`config.mk`:
```
export PLATFORM = sky130hd
export DESIGN_NAME = event_flag_group_top
export DESIGN_NICKNAME = d
export VERILOG_FILES = /design/src/rtl/evfg_pkg.sv /design/src/rtl/evfg_ram.sv /design/src/rtl/evfg_match.sv /design/src/rtl/event_flag_group_top.sv
export SDC_FILE = /design/constraint.sdc
export NUM_CORES = 1
export LEC_CHECK = 0
export ABC_AREA = 1
export BUFFER_PORTS_ARGS = -buffer_cell sky130_fd_sc_hd__buf_2
export CAP_MARGIN = 20
export CORE_UTILIZATION = 52
export CTS_CLUSTER_SIZE = 14
export DETAILED_ROUTE_END_ITERATION = 16
export PLACE_DENSITY = 0.69
export SETUP_SLACK_MARGIN = 0.2
export SYNTH_ARGS = -nofsm -noshare
export SYNTH_HDL_FRONTEND = slang
export SYNTH_SLANG_ARGS = --single-unit
```
`constraint.sdc`:
```
create_clock -name i_clk -period 6.2 [get_ports i_clk]
set_clock_uncertainty 0.2 [all_clocks]
set_input_delay 1.24 -clock i_clk [delete_from_list [all_inputs] [get_ports i_clk]]
set_output_delay 1.24 -clock i_clk [all_outputs]
set_load 0.01 [all_outputs]
```
`src/rtl/evfg_pkg.sv`:
```
package evfg_pkg;

    // Default configuration of the block.
    localparam int MAX_WAITERS_DEF = 16;
    localparam int FLAG_BITS_DEF   = 32;

    // Fixed field widths at the ports.
    localparam int FUNC_W  = 2;
    localparam int TASK_W  = 4;
    localparam int MODE_W  = 3;
    localparam int MASK_W  = 32;
    localparam int STAT_W  = 3;
    localparam int COUNT_W = 5;

    // Bit positions inside the mode field.
    localparam int MODE_CLEAR   = 0;
    localparam int MODE_ALL     = 1;
    localparam int MODE_CONSUME = 2;

    typedef enum logic [FUNC_W-1:0] {
        FN_WAIT = 2'd0,
        FN_POST = 2'd1,
        FN_READ = 2'd2,
        FN_INIT = 2'd3
    } t_func;

    typedef enum logic [STAT_W-1:0] {
        ST_NOW     = 3'd0,
        ST_QUEUED  = 3'd1,
        ST_WOKEN   = 3'd2,
        ST_BADMASK = 3'd3,
        ST_FULL    = 3'd4,
        ST_FLUSHED = 3'd5,
        ST_DONE    = 3'd6
    } t_status;

    typedef enum logic [2:0] {
        S_IDLE,
        S_SCAN_RD,
        S_SCAN_TEST,
        S_WAKE_RD,
        S_WAKE_TEST,
        S_FLUSH_RD,
        S_FLUSH_OUT
    } t_state;

endpackage

```
`src/rtl/evfg_ram.sv`:
```
module evfg_ram #(
    parameter int WIDTH = 39,
    parameter int DEPTH = 16
) (
    input  logic                                     i_clk,
    input  logic                                     i_we,
    input  logic [((DEPTH > 1) ? $clog2(DEPTH) : 1)-1:0] i_waddr,
    input  logic [WIDTH-1:0]                         i_wdata,
    input  logic [((DEPTH > 1) ? $clog2(DEPTH) : 1)-1:0] i_raddr,
    output logic [WIDTH-1:0]                         o_rdata
);

    logic [WIDTH-1:0] r_mem [DEPTH];
    logic [WIDTH-1:0] r_rdata;

    always_ff @(posedge i_clk) begin
        if (i_we) begin
            r_mem[i_waddr] <= i_wdata;
        end
        r_rdata <= r_mem[i_raddr];
    end

    assign o_rdata = r_rdata;

endmodule

```
`src/rtl/evfg_match.sv`:
```
module evfg_match import evfg_pkg::*; #(
    parameter int FLAG_BITS = FLAG_BITS_DEF
) (
    input  logic [FLAG_BITS-1:0] i_flags,
    input  logic [FLAG_BITS-1:0] i_mask,
    input  logic [MODE_W-1:0]    i_mode,
    input  logic [FLAG_BITS-1:0] i_cons_flags,
    output logic [FLAG_BITS-1:0] o_bits,
    output logic                 o_hit,
    output logic [FLAG_BITS-1:0] o_cons_flags
);

    // In clear mode the watched bits are those that are clear in the flags.
    always_comb begin
        o_bits = i_mode[MODE_CLEAR] ? (~i_flags & i_mask) : (i_flags & i_mask);
        o_hit  = i_mode[MODE_ALL] ? (o_bits == i_mask) : (o_bits != '0);
        if (!i_mode[MODE_CONSUME]) begin
            o_cons_flags = i_cons_flags;
        end else if (i_mode[MODE_CLEAR]) begin
            o_cons_flags = i_cons_flags | o_bits;
        end else begin
            o_cons_flags = i_cons_flags & ~o_bits;
        end
    end

endmodule

```
`src/rtl/event_flag_group_top.sv`:
```
// Event flag group with a first-in first-out table of waiting tasks.
// A transaction is taken when i_start is high and o_busy is low; i_func picks
// wait, post, read, or init. Each result appears for exactly one cycle with
// o_res_valid high, and o_last marks the final result of a transaction. The
// receiver cannot stall; every result must be captured in its cycle.
// Wait and read finish at the accepting edge: their single result shows in
// the next cycle with o_busy already low, so one may be taken every cycle.
// A post runs two passes over the N queued waiters through one shared match
// unit and the waiter memory, which has one write port and one read port;
// in each pass every entry is read, then tested. The first pass gathers the
// final flags and kept count, the second reports the woken tasks and
// compacts the survivors.
// Reset clears the flag register and empties the waiter table; no results
// are pending afterwards and the memory contents are left as they are.
module event_flag_group_top import evfg_pkg::*; #(
    parameter int MAX_WAITERS = MAX_WAITERS_DEF,
    parameter int FLAG_BITS   = FLAG_BITS_DEF
) (
    input  logic               i_clk,
    input  logic               i_rst_n,
    input  logic               i_start,
    output logic               o_busy,
    input  logic [FUNC_W-1:0]  i_func,
    input  logic [TASK_W-1:0]  i_task_id,
    input  logic [MODE_W-1:0]  i_mode,
    input  logic [MASK_W-1:0]  i_mask,
    output logic               o_res_valid,
    output logic [TASK_W-1:0]  o_task_id_res,
    output logic [STAT_W-1:0]  o_status,
    output logic [MASK_W-1:0]  o_result_bits,
    output logic [MASK_W-1:0]  o_flag_word,
    output logic [COUNT_W-1:0] o_waiter_count,
    output logic               o_last
);

    localparam int CW  = $clog2(MAX_WAITERS + 1);
    localparam int IW  = (MAX_WAITERS > 1) ? $clog2(MAX_WAITERS) : 1;
    localparam int EW  = TASK_W + MODE_W + FLAG_BITS;
    localparam int MW  = (FLAG_BITS < MASK_W) ? FLAG_BITS : MASK_W;
    localparam int CMW = (CW < COUNT_W) ? CW : COUNT_W;

    t_state               r_state, n_state;
    logic [FLAG_BITS-1:0] r_flags, n_flags;
    logic [FLAG_BITS-1:0] r_posted, n_posted;
    logic [FLAG_BITS-1:0] r_next, n_next;
    logic [CW-1:0]        r_qlen, n_qlen;
    logic [CW-1:0]        r_idx, n_idx;
    logic [CW-1:0]        r_keep, n_keep;
    logic [CW-1:0]        r_wptr, n_wptr;

    logic                 r_res_valid;
    logic [TASK_W-1:0]    r_res_task;
    t_status              r_res_status;
    logic [FLAG_BITS-1:0] r_res_bits;
    logic [FLAG_BITS-1:0] r_res_flags;
    logic [CW-1:0]        r_res_count;
    logic                 r_res_last;

    logic                 e_valid;
    logic [TASK_W-1:0]    e_task;
    t_status              e_status;
    logic [FLAG_BITS-1:0] e_bits;
    logic [FLAG_BITS-1:0] e_flags;
    logic [CW-1:0]        e_count;
    logic                 e_last;

    logic [FLAG_BITS-1:0] mask_fb;
    logic                 accept;

    logic                 we;
    logic [IW-1:0]        waddr;
    logic [EW-1:0]        wdata;
    logic [EW-1:0]        rd_data;
    logic [FLAG_BITS-1:0] rd_mask;
    logic [MODE_W-1:0]    rd_mode;
    logic [TASK_W-1:0]    rd_task;

    logic [FLAG_BITS-1:0] m_flags;
    logic [FLAG_BITS-1:0] m_mask;
    logic [MODE_W-1:0]    m_mode;
    logic [FLAG_BITS-1:0] m_cons_in;
    logic [FLAG_BITS-1:0] m_bits;
    logic                 m_hit;
    logic [FLAG_BITS-1:0] m_cons_out;

    always_comb begin
        mask_fb = '0;
        mask_fb[MW-1:0] = i_mask[MW-1:0];
    end

    assign accept  = i_start && (r_state == S_IDLE);
    assign o_busy  = (r_state != S_IDLE);

    assign rd_mask = rd_data[FLAG_BITS-1:0];
    assign rd_mode = rd_data[FLAG_BITS +: MODE_W];
    assign rd_task = rd_data[FLAG_BITS + MODE_W +: TASK_W];

    evfg_ram #(
        .WIDTH (EW),
        .DEPTH (MAX_WAITERS)
    ) u_ram (
        .i_clk   (i_clk),
        .i_we    (we),
        .i_waddr (waddr),
        .i_wdata (wdata),
        .i_raddr (r_idx[IW-1:0]),
        .o_rdata (rd_data)
    );

    // The match unit tests a new wait against the flags when idle, and a
    // stored waiter against the posted word during a post.
    always_comb begin
        if (r_state == S_IDLE) begin
            m_flags   = r_flags;
            m_mask    = mask_fb;
            m_mode    = i_mode;
            m_cons_in = r_flags;
        end else begin
            m_flags   = r_posted;
            m_mask    = rd_mask;
            m_mode    = rd_mode;
            m_cons_in = r_next;
        end
    end

    evfg_match #(
        .FLAG_BITS (FLAG_BITS)
    ) u_match (
        .i_flags      (m_flags),
        .i_mask       (m_mask),
        .i_mode       (m_mode),
        .i_cons_flags (m_cons_in),
        .o_bits       (m_bits),
        .o_hit        (m_hit),
        .o_cons_flags (m_cons_out)
    );

    always_ff @(posedge i_clk) begin
        if (!i_rst_n) begin
            r_state     <= S_IDLE;
            r_flags     <= '0;
            r_qlen      <= '0;
            r_res_valid <= 1'b0;
        end else begin
            r_state     <= n_state;
            r_flags     <= n_flags;
            r_qlen      <= n_qlen;
            r_res_valid <= e_valid;
        end
    end

    always_ff @(posedge i_clk) begin
        r_posted     <= n_posted;
        r_next       <= n_next;
        r_idx        <= n_idx;
        r_keep       <= n_keep;
        r_wptr       <= n_wptr;
        r_res_task   <= e_task;
        r_res_status <= e_status;
        r_res_bits   <= e_bits;
        r_res_flags  <= e_flags;
        r_res_count  <= e_count;
        r_res_last   <= e_last;
    end

    always_comb begin
        n_state  = r_state;
        n_flags  = r_flags;
        n_posted = r_posted;
        n_next   = r_next;
        n_qlen   = r_qlen;
        n_idx    = r_idx;
        n_keep   = r_keep;
        n_wptr   = r_wptr;
        we       = 1'b0;
        waddr    = r_wptr[IW-1:0];
        wdata    = rd_data;
        e_valid  = 1'b0;
        e_task   = '0;
        e_status = ST_DONE;
        e_bits   = '0;
        e_flags  = r_flags;
        e_count  = r_qlen;
        e_last   = 1'b0;

        case (r_state)
            S_IDLE: begin
                if (accept) begin
                    case (t_func'(i_func))
                        FN_WAIT: begin
                            e_valid = 1'b1;
                            e_last  = 1'b1;
                            e_task  = i_task_id;
                            if (mask_fb == '0) begin
                                e_status = ST_BADMASK;
                            end else if (m_hit) begin
                                n_flags  = m_cons_out;
                                e_status = ST_NOW;
                                e_bits   = m_bits;
                            end else if (r_qlen == CW'(MAX_WAITERS)) begin
                                e_status = ST_FULL;
                            end else begin
                                we       = 1'b1;
                                waddr    = r_qlen[IW-1:0];
                                wdata    = {i_task_id, i_mode, mask_fb};
                                n_qlen   = r_qlen + 1'b1;
                                e_status = ST_QUEUED;
                            end
                            e_flags = n_flags;
                            e_count = n_qlen;
                        end
                        FN_POST: begin
                            if (mask_fb == '0) begin
                                e_valid  = 1'b1;
                                e_last   = 1'b1;
                                e_status = ST_BADMASK;
                            end else begin
                                n_posted = i_mode[MODE_CLEAR] ? (r_flags & ~mask_fb)
                                                              : (r_flags | mask_fb);
                                n_next   = n_posted;
                                n_idx    = '0;
                                n_keep   = '0;
                                n_state  = S_SCAN_RD;
                            end
                        end
                        FN_READ: begin
                            e_valid = 1'b1;
                            e_last  = 1'b1;
                        end
                        FN_INIT: begin
                            n_flags = mask_fb;
                            n_idx   = '0;
                            n_state = S_FLUSH_RD;
                        end
                        default: begin
                            n_state = S_IDLE;
                        end
                    endcase
                end
            end
            S_SCAN_RD: begin
                if (r_idx == r_qlen) begin
                    // Final flags and kept count are known from here on.
                    n_flags = r_next;
                    n_idx   = '0;
                    n_wptr  = '0;
                    n_state = S_WAKE_RD;
                end else begin
                    n_state = S_SCAN_TEST;
                end
            end
            S_SCAN_TEST: begin
                if (m_hit) begin
                    n_next = m_cons_out;
                end else begin
                    n_keep = r_keep + 1'b1;
                end
                n_idx   = r_idx + 1'b1;
                n_state = S_SCAN_RD;
            end
            S_WAKE_RD: begin
                if (r_idx == r_qlen) begin
                    n_qlen  = r_keep;
                    e_valid = 1'b1;
                    e_last  = 1'b1;
                    e_count = r_keep;
                    n_state = S_IDLE;
                end else begin
                    n_state = S_WAKE_TEST;
                end
            end
            S_WAKE_TEST: begin
                if (m_hit) begin
                    e_valid  = 1'b1;
                    e_task   = rd_task;
                    e_status = ST_WOKEN;
                    e_bits   = m_bits;
                    e_count  = r_keep;
                end else begin
                    // Survivors move down in order; the write never passes the read.
                    we     = 1'b1;
                    waddr  = r_wptr[IW-1:0];
                    n_wptr = r_wptr + 1'b1;
                end
                n_idx   = r_idx + 1'b1;
                n_state = S_WAKE_RD;
            end
            S_FLUSH_RD: begin
                if (r_idx == r_qlen) begin
                    n_qlen  = '0;
                    e_valid = 1'b1;
                    e_last  = 1'b1;
                    e_count = '0;
                    n_state = S_IDLE;
                end else begin
                    n_state = S_FLUSH_OUT;
                end
            end
            S_FLUSH_OUT: begin
                e_valid  = 1'b1;
                e_task   = rd_task;
                e_status = ST_FLUSHED;
                e_count  = '0;
                n_idx    = r_idx + 1'b1;
                n_state  = S_FLUSH_RD;
            end
            default: begin
                n_state = S_IDLE;
            end
        endcase
    end

    always_comb begin
        o_res_valid    = r_res_valid;
        o_task_id_res  = r_res_task;
        o_status       = r_res_status;
        o_last         = r_res_last;
        o_result_bits  = '0;
        o_result_bits[MW-1:0] = r_res_bits[MW-1:0];
        o_flag_word    = '0;
        o_flag_word[MW-1:0] = r_res_flags[MW-1:0];
        o_waiter_count = '0;
        o_waiter_count[CMW-1:0] = r_res_count[CMW-1:0];
    end

endmodule

```
==> metrics <==
Startpoint Class flip-flop; Post-synth top cells edfxtp_1 (702), nand2_1 (688), nor2_1 (417); Via density 5.917; Setup crit end u_ram.r_mem[12][6]$_DFFE_PP_; postcts setup bufs 0; peak supply drop 0.2077 mV; Final Cycle Share 85.05%; Clock Power Share 31.5%; Layout Nets 3712; crit path max fanout 39; n_diodes 0; initial antenna violation count 2; cts repair resizes 0; CTS max path bufs 3; Non-Filler Instances 4674; Net Sw Power 5.594 mW; total iterations of the first detailed-routing run 7; CTS Sinks 859; largest net degree at the start of global routing 234; die width 269.2 um; dpl cells 4507; Initial Utilization 52.76%; Worst Path Arrival 5.33 ns; # rows 97; CTS H-tree depth 3; post-route worst setup slack 0.9268 ns; global placement routability congestion 0.9290; Comb power frac 25.6%; Max Slew Vio Count 0; #FFs+latches synth 859; number of global-route vias before repair 25.84k; share of layout cells above drive strength 1 10.66%; CP required 6.25 ns; Int Pwr 11.48 mW; fin util 59.72%; fmax 0.1896 GHz; DR WL/cell 21.52 um; Synth-to-Final Area Change 13.19%; die height 269.2 um; worst reg2reg startpoint r_state[0]$_SDFFE_PN0P_; syn_area_per_cell 10.37 um2; slowest stage delay, CP 0.62 ns; Post-Place Setup Slack 0.6431 ns; min Tclk post-route 5.273 ns; final setup vio count 0; Post-Syn Area 0.03714 mm2; Post-DRT Antenna Nets 0; Clock Tree Root clkbuf_16; most frequent CP cell nand2_1; total power 17.08 mW; Final Cell Area 0.04204 mm2; Max Cap Violations 0; endpoints failing hold 0; slowest cell on the critical path buf_4; number of CTS-inserted buffers 86; crit path launch r_state[0]$_SDFFE_PN0P_; top-count cell post-synth edfxtp_1; WHS 0.2784 ns; power per cell area 406.2 mW/mm2; DP HPWL 60960 um; Clock Pin Slew Worst Setup and Hold Paths 0.06 ns; sequential cell fraction of total power 42.9%; reg2reg end u_ram.r_mem[12][6]$_DFFE_PP_; Yosys top cell area share 56.76%; CTS tree yes; Slew headroom 24.26%; top cell type by total area after synthesis edfxtp_1; leakage dissipation 15.62 nW; Reg2Reg Setup Slack 0.93 ns; register area share after synthesis 65.22%; setup TNS 0 ns; GRT overflow 0; worst r2r path cells 20; DRC viols 0; Worst-Margin Slew 1.129 ns; EDFF count, synth 702; Syn. warnings 0; global-route wire length before repair 153700 um; IO Pins 123; hold-fix buffers at CTS 0; outcome completed; DRT Wirelength 100600 um; Die Footprint 0.07249 mm2; Core Area 0.07039 mm2; worst skew pair latency 0.65 ns; CP endpoint kind flip-flop; ys flop type edfxtp_1; via count 27.66k; worst hold path class flip-flop to flip-flop; Crit Path Class flip-flop to flip-flop; worst-path cell chain nor2_4, buf_4, nand3b_1, nand2_2, buf_4, nand2_1, nand3_1, nand2_1, nor2_1, nand2_1, nor2_1, nand2_1, nand2_2, nand2_4, nand3_4, inv_1, o21ai_1, nand2_1, nor2_4, buf_4; DP Area 0.03903 mm2; Synth Net Count 3632; distinct cell type count after synthesis 41; PortBufs 122; RSZ-0062 raised after global routing false; Area contributors post-synth edfxtp_1 (57%), dfxtp_1 (8.5%), nand2_1 (7.0%), o21ai_0 (5.3%), nor2_1 (4.2%); Mapped Cells 3583; Total GRT Usage 27.30%; Synth async-reset ratio 0%; switching share of power 32.76%; DRT iter0 DRCs 3507
==> metal layers <==
metal | up-vias | share of wire (%) | track usage (%) | wire, um
li1 | 12764 | - | - | -
met1 | 13154 | 41 | 38.69 | 41030
met2 | 1547 | 47 | 43.18 | 47010
met3 | 190 | 9.7 | 3.954 | 9775
met4 | 0 | 2.8 | 9.353 | 2786
met5 | - | 0 | 0 | 0
==> critical path: cells and delay by family, from the launching register on <==
family,cells,cell delay [ns]
flip-flops,1,0.38
AO/OA/AOI/OAI,1,0.42
AND/OR/NAND/NOR,15,2.15
buffers and inverters,4,1.66
==> placed cells by master (no fill, tap or decap), drive strengths merged, types with 40 or more instances in the layout <==
master,instances
edfxtp,702
nand2,693
o21ai,444
nor2,420
inv,279
buf,221
nand3,190
dfxtp,157
clkbuf,111
o32ai,92
a21oi,82
o221ai,65
mux2i,64
nand4,42
nor3,40
==> flip-flops by register name, indices dropped and copies added, names as in the netlist, 4 cells and up <==
name,cells
o_waiter_count,5
r_wptr,4
r_flags,32
r_next,32
r_posted,32
r_keep,5
o_result_bits,32
r_idx,5
u_ram.r_mem,624
u_ram.o_rdata,39
o_task_id_res,4
r_qlen,5
o_flag_word,32
==> cells by family after synthesis <==
family | after synthesis | synth area share [%]
compound gates | 743 | 11.99
fa+ha+maj | 5 | 0.1685
simple gates | 1397 | 15.42
buf+inv | 508 | 5.306
flops | 859 | 65.22
xor+xnor | 7 | 0.1651
mux | 64 | 1.725
==> how the worst min path moves through the flow <==
stage	cells after the start	slack [ns]	from	to
3_5_place_dp	2	0.28	u_ram.o_rdata[35]$_DFF_P_	o_task_id_res[0]$_DFF_P_
6_report	2	0.28	u_ram.o_rdata[35]$_DFF_P_	o_task_id_res[0]$_DFF_P_
5_1_grt	2	0.34	r_flags[30]$_SDFFE_PN0P_	r_flags[30]$_SDFFE_PN0P_
4_1_cts	2	0.29	u_ram.o_rdata[35]$_DFF_P_	o_task_id_res[0]$_DFF_P_
3_3_place_gp	2	0.28	u_ram.o_rdata[38]$_DFF_P_	o_task_id_res[3]$_DFF_P_
2_1_floorplan	2	0.23	u_ram.o_rdata[36]$_DFF_P_	o_task_id_res[1]$_DFF_P_
==> cell type report <==
cell class	instances	area (um2)
clock buffers	111	2381
repair buffers	221	1529
clock inverters	48	553.0
flip-flops and latches	859	24220
fillers	5684	28360
inverters	279	1055
multi-input cells	2216	11120
well taps	940	1176
==> power by group through the flow <==
stage,combinational (mW),clock [mW],sequential (mW)
2_1_floorplan,2.71,0,7.41
3_3_place_gp,4.18,0,7.44
3_5_place_dp,4.23,0,7.44
4_1_cts,4.26,5.44,7.32
5_1_grt,4.80,5.66,7.34
6_report,4.37,5.39,7.32
Power figures use the tool's default switching activity.
